--- src/hw/rtl/sfd_pkg.sv ---
// Shared types and constants for the SYN flood rate detector.
// Used by every module of the block but sfd_ram; depends on nothing else.
package sfd_pkg;

  localparam int unsigned CntW        = 24;
  localparam int unsigned AddrW       = 32;
  localparam int unsigned MaxReports  = 63;
  localparam int unsigned RepW        = 6;
  localparam int unsigned QueueDepth  = 4;
  localparam int unsigned QPtrW       = 2;

  localparam logic [15:0] EtherIpv4   = 16'h0800;
  localparam logic [7:0]  ProtoTcp    = 8'd6;
  localparam logic [15:0] MinCapLen   = 16'd34;
  localparam logic [3:0]  MinHdrWords = 4'd5;
  localparam logic [16:0] EthTcpBytes = 17'd34;

  typedef enum logic [2:0] {
    EV_STARTED = 3'd0,
    EV_ONGOING = 3'd1,
    EV_DROPPED = 3'd2,
    EV_ENDED   = 3'd3,
    EV_HEAVY   = 3'd4
  } event_e;

  typedef enum logic [1:0] {
    REG_SYN_THR  = 2'd0,
    REG_SRC_THR  = 2'd1,
    REG_COOLDOWN = 2'd2
  } reg_idx_e;

  typedef struct packed {
    logic [CntW-1:0] syn_thr;
    logic [CntW-1:0] src_thr;
    logic [7:0]      cooldown;
  } cfg_t;

  typedef struct packed {
    logic             tick;
    logic [AddrW-1:0] src;
  } entry_t;

  typedef struct packed {
    logic             valid;
    logic [AddrW-1:0] addr;
    logic [CntW-1:0]  cnt;
  } slot_t;

  typedef struct packed {
    event_e           ev;
    logic [CntW-1:0]  rate;
    logic [AddrW-1:0] src;
    logic [CntW-1:0]  cnt;
    logic             last;
  } res_t;

endpackage

--- src/hw/rtl/sfd_front.sv ---
// Front end: accepts items and keeps only ticks and valid SYN packets.
// Depends on sfd_pkg.
module sfd_front (
  input  logic                      start_i,
  input  logic                      kind_i,
  input  logic [15:0]               capture_length_i,
  input  logic [15:0]               ether_type_i,
  input  logic [3:0]                header_words_i,
  input  logic [7:0]                protocol_i,
  input  logic                      syn_flag_i,
  input  logic                      ack_flag_i,
  input  logic [31:0]               source_addr_i,
  input  logic                      full_i,
  input  logic                      init_i,
  output logic                      busy_o,
  output logic                      push_o,
  output sfd_pkg::entry_t           entry_o
);

  logic        is_syn;
  logic [16:0] min_len;

  assign min_len = sfd_pkg::EthTcpBytes + {11'd0, header_words_i, 2'b00};
  assign is_syn  = (capture_length_i >= sfd_pkg::MinCapLen)
                && (ether_type_i == sfd_pkg::EtherIpv4)
                && (header_words_i >= sfd_pkg::MinHdrWords)
                && (protocol_i == sfd_pkg::ProtoTcp)
                && ({1'b0, capture_length_i} >= min_len)
                && syn_flag_i && !ack_flag_i;

  assign busy_o       = full_i | init_i;
  assign push_o       = start_i & !busy_o & (kind_i | is_syn);
  assign entry_o.tick = kind_i;
  assign entry_o.src  = source_addr_i;

endmodule

--- config.mk ---
export PLATFORM = sky130hd
export DESIGN_NAME = sfd_front
export DESIGN_NICKNAME = d
export VERILOG_FILES = /design/src/hw/rtl/sfd_pkg.sv /design/src/hw/rtl/sfd_front.sv
export SDC_FILE = /design/constraint.sdc
export NUM_CORES = 1
export LEC_CHECK = 0
export BUFFER_PORTS_ARGS = -buffer_cell sky130_fd_sc_hd__buf_2
export CAP_MARGIN = 5
export CORE_AREA = 2 2 50 52
export DETAILED_ROUTE_END_ITERATION = 10
export DIE_AREA = 0 0 52 54
export GPL_ROUTABILITY_DRIVEN = 0
export PLACE_DENSITY = 0.81
export SETUP_SLACK_MARGIN = 0.02
export SYNTH_ARGS = -nofsm -noshare
export SYNTH_HDL_FRONTEND = slang
export SYNTH_SLANG_ARGS = --single-unit
--- constraint.sdc ---
create_clock -name vclk -period 2.37
set_input_delay 0.711 -clock vclk [all_inputs]
set_output_delay 0.711 -clock vclk [all_outputs]
set_load 0.01 [all_outputs]
==> results.ini, run 1 <==
[sta]
worstMarginPinSlew_ns=0.246
period_share_pct=110
period_needed_ns=2.61
rsz0062_at_grt=yes
relSlewSlack_pct=83.5
slew_viol_final=0
setup_violations=1
hold_viol_final=0
fin_hold_ws_ns=1.42
timing.final.ws_setup_ns=-0.239
max_freq_mhz=383

[route]
routedWlPerCell_microns=12.6
drtIter0Drc=0
wirelength_microns=1550
final_antenna_net_count=0
dr.pass1.iters=1
route.detailed.drc=0
vias_per_cell=4.72
routed-via-count=580

[final_layout]
fin_cells=123
regArea_sq_um=0
design.seq.count=0
num-nets-final=182
layout.filler_cells=271
num_antenna_cells=0
n_clock_buffer=0
area_growth_pct=43.7
drive_gt1_share_pct=80.6

[pwr]
cellLeakagePower_nw=0.361
powerDensity_nw_per_um2=136
ir_drop_v=0.0000527

[flow_run]
maxCapViolCount=0

[floorplanning]
dieWidth_microns=52
die_h_microns=54
rows=18
coreArea_sq_um=2320
ios=117
dieArea_sq_um=2810
initial_core_util_pct=22.6

[placement]
port-buffer-count=52
placed_cells=124

[global_routing]
grt_util_all_layers_pct=9.87
grt_overflow=0
grt_max_degree=5
antenna_found_initial=0
grt_pass1_wl_microns=2170
grt_pass1_vias=550

[status]
violations=setup timing
status=finished, violations left

[synth]
synth.largest_area_cell=buf_4
postSynthCellCount=67
syn_area_sq_um=524
synth_nets=154
syn_avg_cell_area_sq_um=7.82
ys_warn_count=0
yosysSeqAreaShare_pct=0
yosys.cell_types.count=22
ys_top_cells_by_area=buf_4 (47%), ha_1 (12%), nor4b_1 (5.0%), nor4_2 (4.8%), a21oi_1 (2.9%)
synthDominantCellAreaShare_pct=47.3

[setup_path]
crit_chain=buf_6 -> or4b_4 -> nor3_2 -> a41oi_2 -> a211oi_2 -> buf_2
start_kind=primary input
cpMaxStageDelayCell=or4b_4
crit_path_start=ether_type_i[8]
max_stage_delay_ns=0.52
cp.arrival_ns=1.90
endpoint=push_o
path_max_fanout=1
cp_data_required_time_ns=1.66
crit_path_end_kind=output pin
critPathKind=primary input to output pin

[worst_hold_path]
hold_start=source_addr_i[13]
hold-path-cell-count=0
hold_class=primary input to output pin

## cells by family (layout without fill, tap and decap cells)
kind of cell	count (synthesis)	count (layout)	synth area share [%]
adder cells (fa/ha/maj)	5	5	11.9
buffers and inverters	37	63	50.1
AO/OA/AOI/OAI	9	9	11.9
AND/OR/NAND/NOR	16	16	26.0
## cell usage after synthesis, types with 2 or more instances
library cell,instances
a21oi_1,3
buf_4,33
ha_1,5
inv_1,4
nor4_2,2
nor4b_1,3
or4_1,2
## final cells by class
| class | count | area [sq um] | area share (%) |
|---|---|---|---|
| tap | 30 | 37.5 | 4.98 |
| inverter | 4 | 15.0 | 1.99 |
| multi-input combinational | 30 | 373 | 49.5 |
| timing repair buffer | 59 | 328 | 43.5 |
## worst max-delay path: cells and delay by family
family | cells | cell delay, ns
and+or+nand+nor | 2 | 0.65
buffers and inverters | 2 | 0.25
AOI/OAI and AO/OA | 2 | 0.29
## through the flow
| step | total power [W] | utilization (%) | instance area, sq um | setup slack (ns) | TNS [ns] |
|---|---|---|---|---|---|
| finish | 0.000103 | 32.5 | 753 | -0.239 | -0.239 |
| global route | 0.000114 | 32.5 | 753 | -0.328 | -0.328 |
| CTS | 0.000102 | 31.8 | 738 | -0.257 | -0.257 |
| detailed placement | 0.0000923 | 29.2 | 678 | -0.313 | -0.313 |
| global placement | 0.0000903 | 29.2 | 678 | -0.363 | -0.363 |
| floorplan | 0.0000837 | - | 568 | -0.0164 | -0.0164 |
## timing repair
action | CTS | global route
hold endpoints to repair | 0 | 0
setup buffers | 0 | 0
endpoints found under the setup margin | 1 | 1
hold buffers | 0 | 0
pin swaps | 5 | 0
gates resized for setup | 9 | 2
gates cloned | 0 | 0
## power breakdown
| group | switching [W] | total (W) | internal (W) | leakage, nW |
|---|---|---|---|---|
| Clock | 0 | 0 | 0 | 0 |
| Sequential | 0 | 0 | 0 | 0 |
| Combinational | 0.0000399 | 0.000103 | 0.0000628 | 0.361 |
## worst min-delay path by stage
stage,endpoint,slack (ns)
after floorplan,entry_o[0],1.51
after global placement,entry_o[11],1.42
after detailed placement,entry_o[11],1.42
after CTS,entry_o[11],1.42
after global routing,entry_o[13],1.42
final,entry_o[13],1.42
## per-layer routing
| layer | track usage (%) | routed length, microns | vias up |
|---|---|---|---|
| li1 | - | - | 263 |
| met1 | 10.3 | 464 | 255 |
| met2 | 20.9 | 832 | 54 |
| met3 | 0.833 | 209 | 8 |
| met4 | 2.19 | 40 | 0 |
| met5 | 0 | 0 | - |
## placed cells by master (no fill, tap or decap), types with 2 or more instances in the layout
cell type,n
buf_4,8
nor4_2,3
a21oi_1,3
ha_4,3
ha_1,2
buf_2,49
buf_6,2
or4_1,2
inv_1,3
nor4b_4,3
No activity file was read; power rests on OpenSTA's default activity.
==> inputs of run 2 (changes only) <==
Settings changed: REMOVE_ABC_BUFFERS from default to 1.
==> results.ini, run 2 (same netlist as run 1, synthesis figures left out) <==
[placement]
placed_cell_area_sq_um=597  ; -12%
hpwl_microns=2240
placed_cells=119  ; -4.0%
port-buffer-count=52  ; unchanged
dp_slack_ns=-0.285  ; +0.0281 ns

[sta]
slew_viol_final=0  ; unchanged
fin_hold_ws_ns=1.42  ; +0.0000900 ns
timing.final.ws_setup_ns=-0.246  ; -0.00707 ns
rsz0062_at_grt=yes
period_share_pct=110  ; +0.30 points
worstMarginPinSlew_ns=0.238  ; -0.00746 ns
max_freq_mhz=382  ; -0.27%
setup_violations=1  ; unchanged
relSlewSlack_pct=84.0  ; +0.50 points
hold_viol_final=0  ; unchanged
period_needed_ns=2.62  ; +0.00707 ns

[final_layout]
area_growth_pct=32.7
drive_gt1_share_pct=75.3  ; -5.4 points
fin_area_sq_um=696  ; -7.6%
num_antenna_cells=0  ; unchanged
n_clock_buffer=0  ; unchanged
num-nets-final=178  ; -2.2%
layout_commonest_cell=buf_2
design.seq.count=0  ; unchanged
regArea_sq_um=0  ; unchanged
final_cell_mix=buf_2 (47), buf_6 (5), inv_1 (4), ha_1 (4)
fin_cells=119  ; -3.3%

[setup_path]
critPathKind=primary input to output pin
crit_path_start=protocol_i[5]
crit_path_end_kind=output pin
cp.arrival_ns=1.90  ; about the same
start_kind=primary input
cp_data_required_time_ns=1.66  ; about the same
path_max_fanout=1  ; unchanged

[pwr]
ir_drop_v=0.0000536  ; +1.9%
powerDensity_nw_per_um2=133  ; -2.3%
cellLeakagePower_nw=0.341  ; -5.4%

[global_routing]
grt_pass1_wl_microns=2930  ; +35%
grt_overflow=0  ; unchanged
antenna_found_initial=0  ; unchanged
grt_max_degree=5  ; unchanged
grt_util_all_layers_pct=15.7  ; +5.8 points
grt_pass1_vias=491  ; -11%

[status]
status=finished, violations left
violations=setup timing

[worst_hold_path]
hold_start=source_addr_i[13]
hold_class=primary input to output pin

[floorplanning]
rows=18  ; unchanged
ios=117  ; unchanged
dieWidth_microns=52  ; unchanged
coreArea_sq_um=2320  ; unchanged
initial_core_util_pct=22.6  ; unchanged
die_h_microns=54  ; unchanged
dieArea_sq_um=2810  ; unchanged

[clocking]
cts_setup_buffers=0  ; unchanged

[route]
route.detailed.drc=0  ; unchanged
final_antenna_net_count=0  ; unchanged
wirelength_microns=2480  ; +60%
dr.pass1.iters=4  ; +3
routed-via-count=544  ; -6.2%
drtIter0Drc=5  ; +5
routedWlPerCell_microns=20.8  ; +66%
vias_per_cell=4.57  ; -3.1%

[flow_run]
maxCapViolCount=0  ; unchanged

-- run 2: metrics by stage --
stage | utilization, % | power [W] | setup TNS, ns
CTS | 28.2 | 0.0000849 | -0.228
global route | 30.0 | 0.000103 | -0.309
global placement | 25.7 | 0.0000744 | -0.285
detailed placement | 25.7 | 0.0000765 | -0.285
finish | 30.0 | 0.0000928 | -0.246
floorplan | - | 0.0000228 | -0.137
-- run 2: critical path, stage by stage --
cell and delay, ns:
buf_2 0.11, nor4b_4 0.24, a31oi_1 0.10, or3b_1 0.37, a211oi_2 0.20, buf_2 0.16
-- run 2: what timing repair did --
action / CTS / global route
pin swaps: 9 / 0
endpoints found under the hold margin: 0 / 0
resized for setup: 8 / 6
hold buffers: 0 / 0
endpoints found under the setup margin: 1 / 1
-- run 2: layout make-up --
class,count,area [sq um]
fillers,261,1620
inverters,4,15.0
multi-input cells,30,329
well taps,30,37.5
repair buffers,55,314
-- run 2: worst paths after layout --
kind     endpoint  slack, ns  depth (start not counted)
max        push_o      -0.25                          6
min   entry_o[13]       1.42                          0
-- run 2: routing by layer --
layer,GRT usage [%],routed length (microns),share of wire (%),up-vias
li1,-,-,-,254
met1,12.4,644,26,244
met2,24.5,1170,47,44
met3,19.7,653,26,2
met4,1.32,15,0.60,0
met5,8.33,0,0,-
-- run 2: where the power goes --
group          internal [W]  total [W]  switching [W]
logic             0.0000572  0.0000928      0.0000356
registers                 0          0              0
clock network             0          0              0
